--- config.mk ---
export PLATFORM = sky130hd
export DESIGN_NAME = dns_query_builder_top
export DESIGN_NICKNAME = d
export VERILOG_FILES = /design/src/rtl/core/dqb_pkg.sv /design/src/rtl/core/dqb_front.sv /design/src/rtl/core/dqb_fifo.sv /design/src/rtl/core/dqb_back.sv /design/src/rtl/core/dqb_packer.sv /design/src/rtl/core/dns_query_builder_top.sv
export SDC_FILE = /design/constraint.sdc
export NUM_CORES = 1
export LEC_CHECK = 0
export BUFFER_PORTS_ARGS = -buffer_cell sky130_fd_sc_hd__buf_2
export CAP_MARGIN = 20
export CORE_MARGIN = 3
export CORE_UTILIZATION = 66
export DETAILED_ROUTE_END_ITERATION = 6
export GPL_TIMING_DRIVEN = 1
export PLACE_DENSITY = 0.85
export SLEW_MARGIN = 10
export SYNTH_ARGS = -nofsm -noshare
export SYNTH_HDL_FRONTEND = slang
export SYNTH_SLANG_ARGS = --single-unit
--- constraint.sdc ---
create_clock -name i_clk -period 7.6 [get_ports i_clk]
set_input_delay 0.38 -clock i_clk [delete_from_list [all_inputs] [get_ports i_clk]]
set_output_delay 0.38 -clock i_clk [all_outputs]
set_load 0.02 [all_outputs]
--- src/rtl/core/dqb_pkg.sv ---
`default_nettype none
// ============================================================================
// dqb_pkg: shared types and constants of the DNS query builder
// Command queue entry, byte push bundle, output word, header table.
// ============================================================================
package dqb_pkg;

    localparam int MAX_LABEL = 63;
    localparam int FILL_W    = 6;           // holds 0..MAX_LABEL
    localparam int HDR_LEN   = 12;
    localparam int CNT_W     = 4;           // header and trailer byte counter
    localparam int TRL_LEN   = 5;
    localparam int TRL_QTYPE = 2;           // trailer position of query type
    localparam int TRL_CLASS = 4;           // trailer position of class low byte
    localparam int Q_DEPTH   = 4;
    localparam int Q_AW      = 2;
    localparam int ADDR_W    = 3;

    localparam logic [7:0] DOT_CHAR   = 8'h2E;
    localparam logic [7:0] CLASS_IN   = 8'h01;
    localparam logic [7:0] QTYPE_RST  = 8'h01;
    localparam logic [0:0] REG_QTYPE  = 1'b0;

    typedef enum logic [1:0] {
        OP_STORE     = 2'd0,
        OP_STORE_END = 2'd1,
        OP_FLUSH     = 2'd2,
        OP_ERROR     = 2'd3
    } t_op;

    typedef struct packed {
        logic       hdr;
        t_op        op;
        logic [7:0] data;
    } t_cmd;

    typedef struct packed {
        logic       vld;
        logic [7:0] data;
        logic       last;
        logic       err;
    } t_push;

    typedef struct packed {
        logic [7:0] first;
        logic [7:0] second;
        logic       sv;
        logic       last;
        logic       bad;
    } t_word;

    function automatic logic [7:0] hdr_byte(input logic [CNT_W-1:0] idx);
        logic [7:0] b;
        case (idx)
            4'd0:    b = 8'h63;
            4'd1:    b = 8'h65;
            4'd2:    b = 8'h01;
            4'd5:    b = 8'h01;
            default: b = 8'h00;
        endcase
        return b;
    endfunction

endpackage
`default_nettype wire

--- src/rtl/core/dqb_front.sv ---
`default_nettype none
// ============================================================================
// dqb_front: name byte classifier
// Tracks label length, header, skip state; turns unskipped bytes into commands.
// ============================================================================
module dqb_front (
    input  wire logic          i_clk,
    input  wire logic          i_rst_n,
    input  wire logic          i_valid,
    input  wire logic [7:0]    i_byte,
    input  wire logic          i_final,
    output logic               o_ready,
    input  wire logic          i_full,
    output logic               o_push,
    output dqb_pkg::t_cmd      o_cmd
);
    import dqb_pkg::*;

    logic [FILL_W-1:0] r_fill, n_fill;
    logic              r_hdr_sent, n_hdr_sent;
    logic              r_skip, n_skip;
    logic              acc;

    assign o_ready = !i_full;
    assign acc     = i_valid && !i_full;

    always_comb begin
        n_fill     = r_fill;
        n_hdr_sent = r_hdr_sent;
        n_skip     = r_skip;
        o_push     = 1'b0;
        o_cmd.hdr  = !r_hdr_sent;
        o_cmd.op   = OP_STORE;
        o_cmd.data = i_byte;
        if (acc) begin
            if (r_skip) begin
                // drop the rest of a bad name
                if (i_final) begin
                    n_skip = 1'b0;
                end
            end else begin
                o_push     = 1'b1;
                n_hdr_sent = 1'b1;
                if ((i_byte == DOT_CHAR && (i_final || r_fill == '0)) ||
                    (i_byte != DOT_CHAR && r_fill == FILL_W'(MAX_LABEL))) begin
                    o_cmd.op   = OP_ERROR;
                    n_fill     = '0;
                    n_hdr_sent = 1'b0;
                    n_skip     = !i_final;
                end else if (i_byte == DOT_CHAR) begin
                    o_cmd.op = OP_FLUSH;
                    n_fill   = '0;
                end else if (i_final) begin
                    o_cmd.op   = OP_STORE_END;
                    n_fill     = '0;
                    n_hdr_sent = 1'b0;
                end else begin
                    o_cmd.op = OP_STORE;
                    n_fill   = r_fill + FILL_W'(1);
                end
            end
        end
    end

    always_ff @(posedge i_clk) begin
        if (!i_rst_n) begin
            r_fill     <= '0;
            r_hdr_sent <= 1'b0;
            r_skip     <= 1'b0;
        end else begin
            r_fill     <= n_fill;
            r_hdr_sent <= n_hdr_sent;
            r_skip     <= n_skip;
        end
    end

endmodule
`default_nettype wire

--- src/rtl/core/dqb_fifo.sv ---
`default_nettype none
// ============================================================================
// dqb_fifo: command queue
// Short queue that decouples the classifier from the packet sequencer.
// ============================================================================
module dqb_fifo (
    input  wire logic          i_clk,
    input  wire logic          i_rst_n,
    input  wire logic          i_push,
    input  wire dqb_pkg::t_cmd i_cmd,
    output logic               o_full,
    input  wire logic          i_pop,
    output dqb_pkg::t_cmd      o_cmd,
    output logic               o_empty
);
    import dqb_pkg::*;

    t_cmd              r_mem [Q_DEPTH];
    logic [Q_AW-1:0]   r_wptr, r_rptr;
    logic [Q_AW:0]     r_count;

    assign o_full  = (r_count == (Q_AW+1)'(Q_DEPTH));
    assign o_empty = (r_count == '0);
    assign o_cmd   = r_mem[r_rptr];

    always_ff @(posedge i_clk) begin
        if (i_push) begin
            r_mem[r_wptr] <= i_cmd;
        end
    end

    always_ff @(posedge i_clk) begin
        if (!i_rst_n) begin
            r_wptr  <= '0;
            r_rptr  <= '0;
            r_count <= '0;
        end else begin
            if (i_push) begin
                r_wptr <= r_wptr + Q_AW'(1);
            end
            if (i_pop) begin
                r_rptr <= r_rptr + Q_AW'(1);
            end
            case ({i_push, i_pop})
                2'b10:   r_count <= r_count + (Q_AW+1)'(1);
                2'b01:   r_count <= r_count - (Q_AW+1)'(1);
                default: r_count <= r_count;
            endcase
        end
    end

    a_no_overflow: assert property (@(posedge i_clk) disable iff (!i_rst_n)
        i_push |-> !o_full) else $error("command queue overflow");
    a_no_underflow: assert property (@(posedge i_clk) disable iff (!i_rst_n)
        i_pop |-> !o_empty) else $error("command queue underflow");

endmodule
`default_nettype wire

--- src/rtl/core/dqb_back.sv ---
`default_nettype none
// ============================================================================
// dqb_back: packet sequencer
// Holds label bytes and plays header, labels, trailer and errors as bytes.
// ============================================================================
module dqb_back (
    input  wire logic          i_clk,
    input  wire logic          i_rst_n,
    input  wire logic          i_empty,
    output logic               o_pop,
    input  wire dqb_pkg::t_cmd i_cmd,
    input  wire logic [7:0]    i_qtype,
    output dqb_pkg::t_push     o_push,
    input  wire logic          i_push_rdy
);
    import dqb_pkg::*;

    typedef enum logic [6:0] {
        S_IDLE = 7'b000_0001,
        S_HDR  = 7'b000_0010,
        S_EXEC = 7'b000_0100,
        S_LEN  = 7'b000_1000,
        S_BODY = 7'b001_0000,
        S_TRL  = 7'b010_0000,
        S_ERR  = 7'b100_0000
    } t_state;

    t_state            r_state, n_state;
    t_cmd              r_cmd;
    logic [CNT_W-1:0]  r_cnt, n_cnt;
    logic [FILL_W-1:0] r_fill, n_fill;
    logic [FILL_W-1:0] r_idx, n_idx;
    logic              r_end, n_end;
    logic [7:0]        r_mem [MAX_LABEL];
    logic [7:0]        r_rd_data;
    logic              mem_we, rd_en;
    logic [FILL_W-1:0] rd_addr;

    always_comb begin
        n_state = r_state;
        n_cnt   = r_cnt;
        n_fill  = r_fill;
        n_idx   = r_idx;
        n_end   = r_end;
        o_pop   = 1'b0;
        o_push  = '0;
        mem_we  = 1'b0;
        rd_en   = 1'b0;
        rd_addr = r_idx;
        case (r_state)
            S_IDLE: begin
                if (!i_empty) begin
                    o_pop   = 1'b1;
                    n_cnt   = '0;
                    n_state = i_cmd.hdr ? S_HDR : S_EXEC;
                end
            end
            S_HDR: begin
                o_push.vld  = 1'b1;
                o_push.data = hdr_byte(r_cnt);
                if (i_push_rdy) begin
                    if (r_cnt == CNT_W'(HDR_LEN - 1)) begin
                        n_state = S_EXEC;
                    end else begin
                        n_cnt = r_cnt + CNT_W'(1);
                    end
                end
            end
            S_EXEC: begin
                case (r_cmd.op)
                    OP_STORE: begin
                        mem_we  = 1'b1;
                        n_fill  = r_fill + FILL_W'(1);
                        n_state = S_IDLE;
                    end
                    OP_STORE_END: begin
                        mem_we  = 1'b1;
                        n_fill  = r_fill + FILL_W'(1);
                        n_end   = 1'b1;
                        n_state = S_LEN;
                    end
                    OP_FLUSH: begin
                        n_end   = 1'b0;
                        n_state = S_LEN;
                    end
                    OP_ERROR: begin
                        n_state = S_ERR;
                    end
                    default: begin
                        n_state = S_IDLE;
                    end
                endcase
            end
            S_LEN: begin
                o_push.vld  = 1'b1;
                o_push.data = {{(8 - FILL_W){1'b0}}, r_fill};
                if (i_push_rdy) begin
                    if (r_fill == '0) begin
                        n_fill  = '0;
                        n_cnt   = '0;
                        n_state = r_end ? S_TRL : S_IDLE;
                    end else begin
                        // fetch the first stored byte
                        rd_en   = 1'b1;
                        rd_addr = '0;
                        n_idx   = '0;
                        n_state = S_BODY;
                    end
                end
            end
            S_BODY: begin
                o_push.vld  = 1'b1;
                o_push.data = r_rd_data;
                if (i_push_rdy) begin
                    if (r_idx == r_fill - FILL_W'(1)) begin
                        n_fill  = '0;
                        n_cnt   = '0;
                        n_state = r_end ? S_TRL : S_IDLE;
                    end else begin
                        rd_en   = 1'b1;
                        rd_addr = r_idx + FILL_W'(1);
                        n_idx   = r_idx + FILL_W'(1);
                    end
                end
            end
            S_TRL: begin
                o_push.vld  = 1'b1;
                o_push.last = (r_cnt == CNT_W'(TRL_LEN - 1));
                if (r_cnt == CNT_W'(TRL_QTYPE)) begin
                    o_push.data = i_qtype;
                end else if (r_cnt == CNT_W'(TRL_CLASS)) begin
                    o_push.data = CLASS_IN;
                end else begin
                    o_push.data = 8'h00;
                end
                if (i_push_rdy) begin
                    if (o_push.last) begin
                        n_state = S_IDLE;
                    end else begin
                        n_cnt = r_cnt + CNT_W'(1);
                    end
                end
            end
            S_ERR: begin
                o_push.vld  = 1'b1;
                o_push.err  = 1'b1;
                o_push.last = 1'b1;
                if (i_push_rdy) begin
                    n_fill  = '0;
                    n_state = S_IDLE;
                end
            end
            default: begin
                n_state = S_IDLE;
            end
        endcase
    end

    always_ff @(posedge i_clk) begin
        if (mem_we) begin
            r_mem[r_fill] <= r_cmd.data;
        end
        if (rd_en) begin
            r_rd_data <= r_mem[rd_addr];
        end
        if (o_pop) begin
            r_cmd <= i_cmd;
        end
    end

    always_ff @(posedge i_clk) begin
        if (!i_rst_n) begin
            r_state <= S_IDLE;
            r_cnt   <= '0;
            r_fill  <= '0;
            r_idx   <= '0;
            r_end   <= 1'b0;
        end else begin
            r_state <= n_state;
            r_cnt   <= n_cnt;
            r_fill  <= n_fill;
            r_idx   <= n_idx;
            r_end   <= n_end;
        end
    end

    a_body_in_range: assert property (@(posedge i_clk) disable iff (!i_rst_n)
        (r_state == S_BODY) |-> (r_idx < r_fill))
        else $error("label read beyond fill");
    a_store_has_room: assert property (@(posedge i_clk) disable iff (!i_rst_n)
        (r_state == S_EXEC && (r_cmd.op == OP_STORE || r_cmd.op == OP_STORE_END))
        |-> (r_fill < FILL_W'(MAX_LABEL)))
        else $error("label store write past maximum label length");

endmodule
`default_nettype wire

--- src/rtl/core/dqb_packer.sv ---
`default_nettype none
// ============================================================================
// dqb_packer: byte pairing and output register
// Pairs packet bytes into words, closes packets and forms error words.
// ============================================================================
module dqb_packer (
    input  wire logic           i_clk,
    input  wire logic           i_rst_n,
    input  wire dqb_pkg::t_push i_push,
    output logic                o_push_rdy,
    output logic                o_valid,
    input  wire logic           i_ready,
    output dqb_pkg::t_word      o_word
);
    import dqb_pkg::*;

    logic       r_held, n_held;
    logic [7:0] r_odd;
    logic       r_ovalid;
    t_word      r_word, n_word;
    logic       out_free, makes_word, take;

    assign out_free   = !r_ovalid || i_ready;
    assign makes_word = r_held || i_push.last || i_push.err;
    assign o_push_rdy = !makes_word || out_free;
    assign take       = i_push.vld && o_push_rdy;
    assign o_valid    = r_ovalid;
    assign o_word     = r_word;

    always_comb begin
        n_held = r_held;
        n_word = '0;
        if (i_push.err) begin
            // drop any half word of the broken packet
            n_word.last = 1'b1;
            n_word.bad  = 1'b1;
            n_held      = 1'b0;
        end else if (r_held) begin
            n_word.first  = r_odd;
            n_word.second = i_push.data;
            n_word.sv     = 1'b1;
            n_word.last   = i_push.last;
            n_held        = 1'b0;
        end else if (i_push.last) begin
            n_word.first = i_push.data;
            n_word.last  = 1'b1;
            n_held       = 1'b0;
        end else begin
            n_held = 1'b1;
        end
    end

    always_ff @(posedge i_clk) begin
        if (take && makes_word) begin
            r_word <= n_word;
        end
        if (take && !makes_word) begin
            r_odd <= i_push.data;
        end
    end

    always_ff @(posedge i_clk) begin
        if (!i_rst_n) begin
            r_held   <= 1'b0;
            r_ovalid <= 1'b0;
        end else begin
            if (take) begin
                r_held <= n_held;
            end
            if (take && makes_word) begin
                r_ovalid <= 1'b1;
            end else if (i_ready) begin
                r_ovalid <= 1'b0;
            end
        end
    end

    a_err_word_shape: assert property (@(posedge i_clk) disable iff (!i_rst_n)
        (r_ovalid && r_word.bad) |-> (r_word.last && !r_word.sv && r_word.first == 8'h00))
        else $error("malformed error word");
    a_err_clears_half: assert property (@(posedge i_clk) disable iff (!i_rst_n)
        (take && (i_push.err || i_push.last)) |=> !r_held)
        else $error("half word survives end of packet");

endmodule
`default_nettype wire

--- src/rtl/core/dns_query_builder_top.sv ---
`default_nettype none
// ============================================================================
// dns_query_builder_top: DNS query packet builder
// Hostname bytes in, query packet out as 16-bit words; APB query type register.
// ============================================================================
// Throughput: the classifier takes one byte a cycle while the 4-entry command
//   queue has room; the sequencer finishes each command before it pops the next,
//   playing the 12-byte header, each length byte and label bytes, the 5-byte tail.
// Reset: synchronous, active low; clears control state and sets query type to 1.
//   The label store is not cleared.
module dns_query_builder_top (
    input  wire logic                        i_clk,
    input  wire logic                        i_rst_n,
    // input stream
    input  wire logic                        i_s_tvalid,
    output logic                             o_s_tready,
    input  wire logic [7:0]                  i_s_tdata,   // [7:0] name_byte
    input  wire logic                        i_s_tlast,   // final_byte
    // output stream
    output logic                             o_m_tvalid,
    input  wire logic                        i_m_tready,
    output logic [15:0]                      o_m_tdata,   // [7:0] first_byte, [15:8] second_byte
    output logic [1:0]                       o_m_tuser,   // [0] second_valid, [1] bad_name
    output logic                             o_m_tlast,   // packet_end
    // configuration
    input  wire logic                        i_psel,
    input  wire logic                        i_penable,
    input  wire logic                        i_pwrite,
    input  wire logic [dqb_pkg::ADDR_W-1:0]  i_paddr,
    input  wire logic [31:0]                 i_pwdata,
    output logic [31:0]                      o_prdata,
    output logic                             o_pready
);
    import dqb_pkg::*;

    logic [7:0] r_qtype;
    logic       reg_hit;
    logic       q_push, q_full, q_pop, q_empty;
    t_cmd       f_cmd, q_cmd;
    t_push      b_push;
    logic       push_rdy;
    t_word      word;

    // configuration
    assign o_pready = 1'b1;
    assign reg_hit  = (i_paddr[ADDR_W-1:2] == REG_QTYPE);
    assign o_prdata = reg_hit ? {24'h0, r_qtype} : 32'h0;

    always_ff @(posedge i_clk) begin
        if (!i_rst_n) begin
            r_qtype <= QTYPE_RST;
        end else if (i_psel && i_penable && i_pwrite && o_pready && reg_hit) begin
            r_qtype <= i_pwdata[7:0];
        end
    end

    dqb_front u_front (
        .i_clk   (i_clk),
        .i_rst_n (i_rst_n),
        .i_valid (i_s_tvalid),
        .i_byte  (i_s_tdata),
        .i_final (i_s_tlast),
        .o_ready (o_s_tready),
        .i_full  (q_full),
        .o_push  (q_push),
        .o_cmd   (f_cmd)
    );

    dqb_fifo u_fifo (
        .i_clk   (i_clk),
        .i_rst_n (i_rst_n),
        .i_push  (q_push),
        .i_cmd   (f_cmd),
        .o_full  (q_full),
        .i_pop   (q_pop),
        .o_cmd   (q_cmd),
        .o_empty (q_empty)
    );

    dqb_back u_back (
        .i_clk      (i_clk),
        .i_rst_n    (i_rst_n),
        .i_empty    (q_empty),
        .o_pop      (q_pop),
        .i_cmd      (q_cmd),
        .i_qtype    (r_qtype),
        .o_push     (b_push),
        .i_push_rdy (push_rdy)
    );

    dqb_packer u_packer (
        .i_clk      (i_clk),
        .i_rst_n    (i_rst_n),
        .i_push     (b_push),
        .o_push_rdy (push_rdy),
        .o_valid    (o_m_tvalid),
        .i_ready    (i_m_tready),
        .o_word     (word)
    );

    assign o_m_tdata = {word.second, word.first};
    assign o_m_tuser = {word.bad, word.sv};
    assign o_m_tlast = word.last;

endmodule
`default_nettype wire
## Word-level counts from Yosys, hierarchy flattened

Memory sizes are Yosys's and may differ from the RTL's. A register that Yosys moved wholly into a read port is not among the register bits.
Cells that the tools add are included.

| word-level totals | value |
|---|---|
| bits of input ports | 51 |
| latch bits | 0 |
| memory bits (read-only) | 0 |
| memory bits (writable) | 548 |
| register bits after elaboration | 86 |
| output and inout bits | 54 |
| memories kept | 2 |
| word-level logic and storage cells | 198 |

| cells by class | value |
|---|---|
| mux-type cells | 87 |
| $mul | 0 |
| magnitude comparators | 0 |
| shift operators | 0 |
| div/mod/pow operators | 0 |
| bitwise gates (word level) | 3 |
| equal/unequal tests | 35 |
| add/sub/neg operators | 9 |
| reduce and logical (&&, ||, !) cells | 40 |

Memories:

| memory | depth | bits a word | read ports | clocked after Yosys merged registers in | wr ports | line | RTL |
|---|---|---|---|---|---|---|---|
| u_back.r_mem | 63 | 8 | 1 | 1 | 1 | dqb_back.sv:34 | `logic [7:0] r_mem [MAX_LABEL];` |
| u_fifo.r_mem | 4 | 11 | 1 | 1 | 1 | dqb_fifo.sv:18 | `t_cmd r_mem [Q_DEPTH];` |

Operator list:

| cell | number |
|---|---|
| $mux 6 | 14 |
| $mux 7 | 10 |
| $pmux 7 s7 | 1 |
| $pmux 7 s3 | 2 |
| $mux 4 | 9 |
| $mux 1 | 32 |
| $mux 8 | 4 |
| $pmux 8 s4 | 1 |
| $pmux 6 s4 | 1 |
| $pmux 4 s5 | 1 |
| $add 6x1->6 const B | 3 |
| $ne 2x1->1 const B | 9 |
| $logic_not 6->1 | 2 |
| $mux 2 | 6 |
| $pmux 6 s2 | 1 |
| $reduce_and 10->1 | 1 |
| $logic_and 1x1->1 | 9 |
| $reduce_and 9->1 | 1 |
| $eq 4x3->1 const B | 2 |
| $eq 8x6->1 const B | 1 |
| $ne 2x2->1 const B | 4 |
| $ne 8x6->1 const B | 1 |
| $reduce_or 2->1 | 4 |
| $eq 7x1->1 const B | 1 |
| other kinds (34) | 54 |

## Longest topological paths before layout

Gate-level depths: netlist of run 1.

| depth | value |
|---|---|
| word-level depth | 9 |
| gate-level depth with buffers | 16 |
| gate-level depth less buffers | 12 |

## By module

Synthesis of run 1 repeated with hierarchy kept, for this count alone.

| second synthesis, totals | value |
|---|---|
| cells, all modules | 2041 |
| area, all modules | 26944.6 um2 |

Modules (own cells, without submodules):

| module | instances | sequential area each (um2) | cells each | area an instance (um2) |
|---|---|---|---|---|
| dqb_back | 1 | 16155.5 | 1733 | 22659.2 |
| dqb_fifo | 1 | 1501.4 | 103 | 2039.5 |
| dqb_packer | 1 | 850.8 | 71 | 1111.1 |
| dns_query_builder_top | 1 | 160.2 | 70 | 595.6 |
| dqb_front | 1 | 160.2 | 64 | 539.3 |

## Worst setup path after synthesis of run 1

OpenSTA, ideal clock, no wires.

| timing path | value |
|---|---|
| path type | register to register |
| start point | reg u_back.r_fill[0] |
| end point | reg u_back.r_rd_data[3], read port of u_back.r_mem, data pin |
| setup slack | 3844 ps |
| cell stages (with the launch flop) | 16 |
| setup time | 267 ps |
| required time | 7333 ps |
| period minus slack after synthesis | 3756 ps |
| arrival time | 3489 ps |
| cell sequence | dfxtp_1 clkbuf_1 inv_1 ha_1 xnor2_1 nor4_1 a22oi_2 o2111a_1 a211o_1 buf_6 nor2_2 buf_4 a32o_1 a221oi_1 a221oi_1 nand4_1 |

| on the way | value |
|---|---|
| cells in the longest elaborated chain, start to end | 5 |
| elaborated cells between the ends (all ways) | 13 |
| classes of those cells | add/sub: 1; eq/ne: 1; mux: 10; reduce/logical: 1 |

RTL lines:

| what | line | RTL |
|---|---|---|
| start: declaration | dqb_back.sv:31 | `logic [FILL_W-1:0] r_fill, n_fill;` |
| start signal: assignment | dqb_back.sv:181 | `r_fill <= n_fill;` |
| $sub 6x1->6 | dqb_back.sv:115 | `if (r_idx == r_fill - FILL_W'(1)) begin` |
| $eq 6x6->1 | dqb_back.sv:115 |  |
| $mux 6 or $mux 1 (tied branches) | dqb_back.sv:115 |  |
| $mux 6 or $mux 1 (tied branches) | dqb_back.sv:114 | `if (i_push_rdy) begin` |
| $pmux 6 s2 or $pmux 1 s2 (tied branches) | dqb_back.sv:50 | `case (r_state)` |
| end: declaration | dqb_back.sv:35 | `logic [7:0] r_rd_data;` |

Parallel ways exist; a longest one is shown, timed or not.
A chain may end at the register's enable or synchronous reset.

## Final worst setup path of run 1

| timing path | value |
|---|---|
| start point | reg u_back.r_fill[0] |
| end point | reg u_back.r_rd_data[2], read port of u_back.r_mem, data pin |

Same word-level chain as after synthesis.

==> results of run 1 <==
layer usage:
layer / GRT usage (%) / part of all wire (%)
met5: 0 / 0
met4: 14.1 / 5.3
met3: 6.02 / 11
met2: 46.4 / 48
met1: 36.5 / 36
cells in the final DEF, fill, tap and decap left out, types with 7 or more instances in the layout:
cell type and n:
nor2_1 103, a21oi_1 62, a221oi_1 25, xnor2_1 10
a22oi_1 22, nand4_1 23, mux2_2 27, mux4_2 11
clkinv_1 8, o311a_1 7, buf_4 23, nand3_1 68
and3_1 45, o21ai_0 32, a32o_1 25, inv_1 25
mux2i_1 128, nand2_1 285, a222oi_1 7, and2_1 28
conb_1 25, nor2b_1 22, clkinv_2 14, ha_1 19
dfxtp_1 51, buf_2 53, clkbuf_16 60, clkbuf_1 15
a32oi_1 8, a31oi_1 12, nor3_1 15, edfxtp_1 593
a21boi_0 15
power groups by stage:
| stage | logic [mW] | registers [mW] | clock network [mW] |
|---|---|---|---|
| final | 0.790 | 4.42 | 2.89 |
| after global routing | 0.852 | 4.43 | 3.04 |
| after CTS | 0.776 | 4.42 | 2.90 |
| after detailed placement | 0.767 | 4.50 | 0 |
| after global placement | 0.721 | 4.49 | 0 |
| after floorplan | 0.275 | 4.67 | 0 |
worst max-delay path: cells and delay by family, from the launching register on:
family                   cells  cell delay (ns)
XOR/XNOR                     1             0.17
flip-flops                   1             0.66
adder cells (fa/ha/maj)      1             0.38
AO/OA/AOI/OAI                4             1.34
buffers and inverters        2             0.81
AND/OR/NAND/NOR              3             1.67
multiplexers                 1             0.25
sequential cells by signal (all words and copies together) (netlist names), named ones only:
signal              flops
u_packer.r_held         1
u_back.r_mem          504
u_fifo.r_count          3
r_qtype                 8
u_packer.r_odd          8
u_packer.o_valid        1
u_back.r_end            1
u_front.r_fill          6
u_back.r_cmd           10
u_fifo.r_wptr           2
u_back.r_state          7
u_front.r_skip          1
u_back.r_fill           6
u_fifo.r_rptr           2
u_back.r_idx            6
u_back.r_cnt            4
u_fifo.r_mem           44
u_packer.o_word        19
u_front.r_hdr_sent      1
u_back.r_rd_data        8
cells by family (layout without fill, tap and decap cells):
kind of cell	Yosys count	count (layout)	share of synthesized area [%]
AO/OA/AOI/OAI	277	277	7.73
XOR/XNOR	16	16	0.520
adder cells (fa/ha/maj)	20	20	0.957
buffers and inverters	148	219	2.87
flip-flops	644	644	69.9
multiplexers	167	167	6.84
other	2	25	0.0279
AND/OR/NAND/NOR	641	641	11.2
through the flow:
step           hold WS (ns)  cell area [µm²]  util, %
2_1_floorplan         0.451            27000        -
6_report             0.0266            29400     73.6
4_1_cts             0.00231            29400     73.6
3_3_place_gp          0.473            27500     68.7
3_5_place_dp          0.479            27500     68.7
5_1_grt              0.0221            29400     73.6
layout make-up:
cell class	instances	area [µm²]	share of cell area (%)
Inverter	25	93.8	0.319
Clock inverter	31	268	0.909
Multi-Input combinational cell	1146	7450	25.3
Timing Repair Buffer	84	529	1.80
Sequential cell	644	18800	64.0
Clock buffer	79	1610	5.48
Tap cell	525	657	2.23
worst max path at each step:
stage | cells past startpoint | slack (ns) | to
6_report | 12 | 2.01 | u_back.r_rd_data[2]$_DFFE_PP_
5_1_grt | 13 | 1.65 | u_back.r_rd_data[2]$_DFFE_PP_
4_1_cts | 13 | 2.14 | u_back.r_rd_data[2]$_DFFE_PP_
3_5_place_dp | 12 | 2.18 | u_back.r_rd_data[2]$_DFFE_PP_
3_3_place_gp | 12 | 2.41 | u_back.r_rd_data[3]$_DFFE_PP_
2_1_floorplan | 15 | 3.84 | u_back.r_rd_data[3]$_DFFE_PP_
==> results.ini, run 1 <==
[cts]
cts_resized=0
cts_hold_buf=6
cts_num_sinks=644
clkLatencyLatePin_ns=0.62
cts_setup_buffers=0
cts-root-buf=clkbuf_16
cts_tree=done
cts_made_buffers=60
htree_levels=2
clk_pin_slew_ns=0.07
ctsLongestPathBuffers=3

[finish]
stdcell_count=2534
num-fill-cells=2323
finalNetCount=2032
area_growth_pct=9.26
insertedDiodeCount=0
drive_gt1_share_pct=11.9

[floorplan]
fp.dieH_um=208
pin_count=105
rows=73
dieArea_um2=43300
start_util_pct=67.4
die_w_um=208
core_area_um2=40000

[sta]
max_slew_margin_pct=24.7
finalWorstPathRequiredPeriod_ns=5.59
rsz0062_at_grt=no
worst_pin_slew_ns=1.13
skew_ns=0.0324
slew_violations=0
finalSetupViolations=0
hold_violations=0
max_freq_ghz=0.179
setup_tns_ns=0
fin_crit_sh_pct=73.5
setup_ws_ns=2.01

[logic_synthesis]
synth_common_cells=edfxtp_1, nand2_1, mux2i_1
yosysSeqAreaShare_pct=69.9
synthTopCellsByArea=edfxtp_1, mux2i_1, nand2_1
synth_cells=1915
yosys.area.top_type=edfxtp_1
yosys.cell_count.top_type=edfxtp_1
synth_edf_count=593
synth_seq_cells=644
synth_warnings=0
synth_top_area_share_pct=66.1
synth.distinct_cells=83
synth.avg_cell_area_um2=14.1
syn-cell-area_um2=26900
synth_ff_type=edfxtp_1
synthArstFlopShare_pct=0

[critical_path]
r2r_cells=12
crit_required_ns=7.94
reg2reg_slack_ns=2.01
rr_startpoint=u_back.r_fill[0]$_SDFFE_PN0P_
critPathLaunchType=flip-flop
end_kind=flip-flop
critPathKind=flip-flop to flip-flop
critPathSlowestCell=and3_4
cp_common_cell=a221oi_1
critPathArrivalTime_ns=5.93
r2r-end=u_back.r_rd_data[2]$_DFFE_PP_
cp_cell_sequence=inv_1 -> ha_1 -> xnor2_1 -> nor4_1 -> a22oi_2 -> o211ai_1 -> and3_4 -> buf_4 -> mux2i_1 -> a221oi_1 -> a221oi_1 -> nand4_1
crit_start=u_back.r_fill[0]$_SDFFE_PN0P_
path_max_fanout=72
cpPeakStageDelay_ns=0.99

[placed_design]
gp_congestion=0.912
dp_slack_ns=2.18
io_buffers=53
dp_cells=2417
hpwl_um=36600

[power_and_ir_drop]
pwr-share-seq_pct=54.6
p_sw_mw=1.95
p_total_mw=8.10
ir_drop_uv=262
p_leak_nw=10.2
pwr-share-comb_pct=9.8
swShare_pct=24.0
pwr_density_cell_nw_per_um2=275
pwr-share-clk_pct=35.6
p_int_mw=6.15

[grt]
antenna_found_initial=0
grt_max_degree=128
first_global_vias=16800
grtUsageTotal_pct=28.4
gr-total-overflow=0
grt_pass1_wl_um=95300

[min_path]
min_delay_path_depth=1
min_from=i_s_tdata[5]
hold_class=primary input to flip-flop
hold_end=u_fifo.r_mem[3][5]$_DFFE_PP_

[route]
route.vias.total=16900
wl_per_cell_um=24.5
drc=3
drtIter0Drc=2376
wirelength_um=62100
via_per_inst=6.68
ant_nets=0
dr.pass1.iters=7

[flow_run]
maxCapViolCount=0

[run_status]
failed_checks=design-rule violations
status=complete, but fails checks

Note: power is estimated with default switching activity, not from simulation.
==> run 2, diff against run 1 <==
--- a/config.mk
+++ b/config.mk
@@ -8,10 +8,10 @@
 export BUFFER_PORTS_ARGS = -buffer_cell sky130_fd_sc_hd__buf_2
 export CAP_MARGIN = 20
 export CORE_MARGIN = 3
-export CORE_UTILIZATION = 66
+export CORE_UTILIZATION = 56
 export DETAILED_ROUTE_END_ITERATION = 6
 export GPL_TIMING_DRIVEN = 1
-export PLACE_DENSITY = 0.85
+export PLACE_DENSITY = 0.77
 export SLEW_MARGIN = 10
 export SYNTH_ARGS = -nofsm -noshare
 export SYNTH_HDL_FRONTEND = slang
==> constraint.sdc (replaced) <==
create_clock -name i_clk -period 5.1 [get_ports i_clk]
set_input_delay 0.255 -clock i_clk [delete_from_list [all_inputs] [get_ports i_clk]]
set_output_delay 0.255 -clock i_clk [all_outputs]
set_load 0.02 [all_outputs]
==> run 2 against run 1 <==
The flow now finishes without violations. Cell area increased by 1.7%. Sequential share of layout area decreased by 1.1 points. Wire length decreased by 2.7%. Critical path depth increased by 1. Maximum frequency increased by 20%.
==> results.ini, run 2 (synthesized netlist as in run 1, its figures left out) <==
[cts]
clk_pin_slew_ns=0.06  ; about the same
clkLatencyLatePin_ns=0.59  ; -0.03 ns
cts_num_sinks=644  ; unchanged
cts_tree=done
cts-root-buf=clkbuf_16
htree_levels=3  ; +1
ctsLongestPathBuffers=3  ; unchanged
cts_resized=0  ; unchanged
cts_made_buffers=66  ; +10%

[finish]
insertedDiodeCount=0  ; unchanged
multi_input_area_um2=7450  ; unchanged
largest-register=u_back.r_mem
drive_gt1_share_pct=12.4  ; +0.53 points
regArea_um2=18800  ; unchanged
largest_reg_flops=504  ; unchanged
area_growth_pct=11.1
final_cell_mix=edfxtp_1, nand2_1, mux2i_1
num-fill-cells=3270  ; +41%
finalNetCount=2072  ; +2.0%
final_common_cell=edfxtp_1

[grt]
antenna_found_initial=0  ; unchanged
gr-total-overflow=0  ; unchanged
grt_max_degree=64  ; -50%
first_global_vias=15900  ; -5.6%
grt_pass1_wl_um=92400  ; -3.0%
grtUsageTotal_pct=23.8  ; -4.6 points

[sta]
worst_pin_slew_ns=1.08  ; -0.0551 ns
holdWs_ns=0.0628  ; +0.0362 ns
finalWorstPathRequiredPeriod_ns=4.67  ; -0.914 ns
setup_tns_ns=0  ; unchanged
max_slew_margin_pct=28.1  ; +3.4 points
skew_ns=0.0212  ; -0.0111 ns
max_freq_ghz=0.214  ; +20%
fin_crit_sh_pct=91.6  ; +18 points
hold_violations=0  ; unchanged
rsz0062_at_grt=no
finalSetupViolations=0  ; unchanged
slew_violations=0  ; unchanged

[route]
dr.pass1.iters=5  ; -2
wirelength_um=60500  ; -2.7%
route.vias.total=16600  ; -2.1%
ant_nets=0  ; unchanged
via_per_inst=6.23  ; -6.7%
wl_per_cell_um=22.7  ; -7.3%
drtIter0Drc=2060  ; -13%
drc=0  ; -3

[floorplan]
start_util_pct=57.3  ; -10 points
fp.dieH_um=225  ; +8.3%
core_area_um2=47100  ; +18%
die_w_um=225  ; +8.3%
rows=79  ; +8.2%
pin_count=105  ; unchanged
dieArea_um2=50800  ; +17%

[placed_design]
hpwl_um=37900  ; +3.7%
io_buffers=53  ; unchanged
gp_congestion=0.940  ; +3.1%

[critical_path]
r2r_cells=13  ; +1
endpoint=u_back.r_rd_data[1]$_DFFE_PP_
r2r-end=u_back.r_rd_data[1]$_DFFE_PP_
rr_startpoint=u_back.r_fill[1]$_SDFFE_PN0P_
crit_start=u_back.r_fill[1]$_SDFFE_PN0P_
critPathKind=flip-flop to flip-flop
critPathLaunchType=flip-flop
reg2reg_slack_ns=0.43  ; -1.59 ns
end_kind=flip-flop
crit_required_ns=5.55  ; -2.39 ns
critPathArrivalTime_ns=5.12  ; -0.81 ns
path_max_fanout=42  ; -42%

[flow_run]
maxCapViolCount=0  ; unchanged

[power_and_ir_drop]
ir_drop_uv=344  ; +31%
pwr_density_cell_nw_per_um2=405  ; +47%
p_leak_nw=10.4  ; +2.0%

[min_path]
min_from=i_s_tvalid
hold_class=primary input to flip-flop

[run_status]
status=complete, no violations

run 2: worst min path at each step:
stage,to,slack (ns),cells past startpoint
after global routing,u_front.r_skip$_SDFFE_PN0P_,0.05,3
after detailed placement,r_qtype[0]$_SDFFE_PN1P_,0.48,3
after global placement,r_qtype[0]$_SDFFE_PN1P_,0.48,3
after floorplan,u_fifo.r_mem[0][0]$_DFFE_PP_,0.35,0
after CTS,u_front.r_skip$_SDFFE_PN0P_,0.04,3
final,u_front.r_skip$_SDFFE_PN0P_,0.06,3
run 2: cell type report:
class | instances | area share, %
clock buffers | 87 | 5.99
clock inverters | 32 | 0.481
inverters | 25 | 0.313
multi-input cells | 1146 | 24.9
flip-flops and latches | 644 | 62.9
well taps | 607 | 2.54
repair buffers | 118 | 2.88
run 2: critical path, cell delays in order, from the launching register on:
cell      delay, ns
dfxtp_1        0.58
inv_1          0.24
ha_1           0.36
xnor2_1        0.17
nor4_1         0.45
a22oi_2        0.19
o211ai_1       0.36
and3_4         0.47
buf_12         0.32
buf_4          0.27
mux2_2         0.35
a22oi_1        0.32
nand3_1        0.25
nand4_1        0.15
run 2: layer usage:
layer / vias up / routed length [µm] / GRT usage [%]
li1: 7405 / - / -
met1: 8207 / 24000 / 33.3
met2: 821 / 29200 / 37.9
met3: 140 / 5210 / 4.22
met4: 0 / 2070 / 8.79
met5: - / 0 / 0
run 2: per-stage QoR:
stage | instances | util, % | total power, mW | worst slack (ns) | cell area [µm²]
final | 2659 | 63.6 | 12.1 | 0.427 | 29900
after global routing | 2659 | 63.6 | 12.5 | 0.219 | 29900
after CTS | 2658 | 63.6 | 12.2 | 0.545 | 29900
after detailed placement | 2523 | 59.1 | 7.85 | 0.568 | 27800
after global placement | 2523 | 59.1 | 7.78 | 0.662 | 27800
after floorplan | 1938 | - | 7.37 | 1.34 | 27000
run 2: timing repair:
item | CTS | global route
endpoints found under the setup margin | 0 | 0
hold endpoints to repair | 40 | 0
buffers inserted | 0 | 0
hold buffers | 16 | 0
run 2: power breakdown:
| part | switching (mW) | total (mW) | internal, mW |
|---|---|---|---|
| Clock | 1.89 | 4.36 | 2.47 |
| Sequential | 0.0803 | 6.59 | 6.51 |
| Combinational | 0.908 | 1.16 | 0.248 |
| Total | 2.88 | 12.1 | 9.23 |
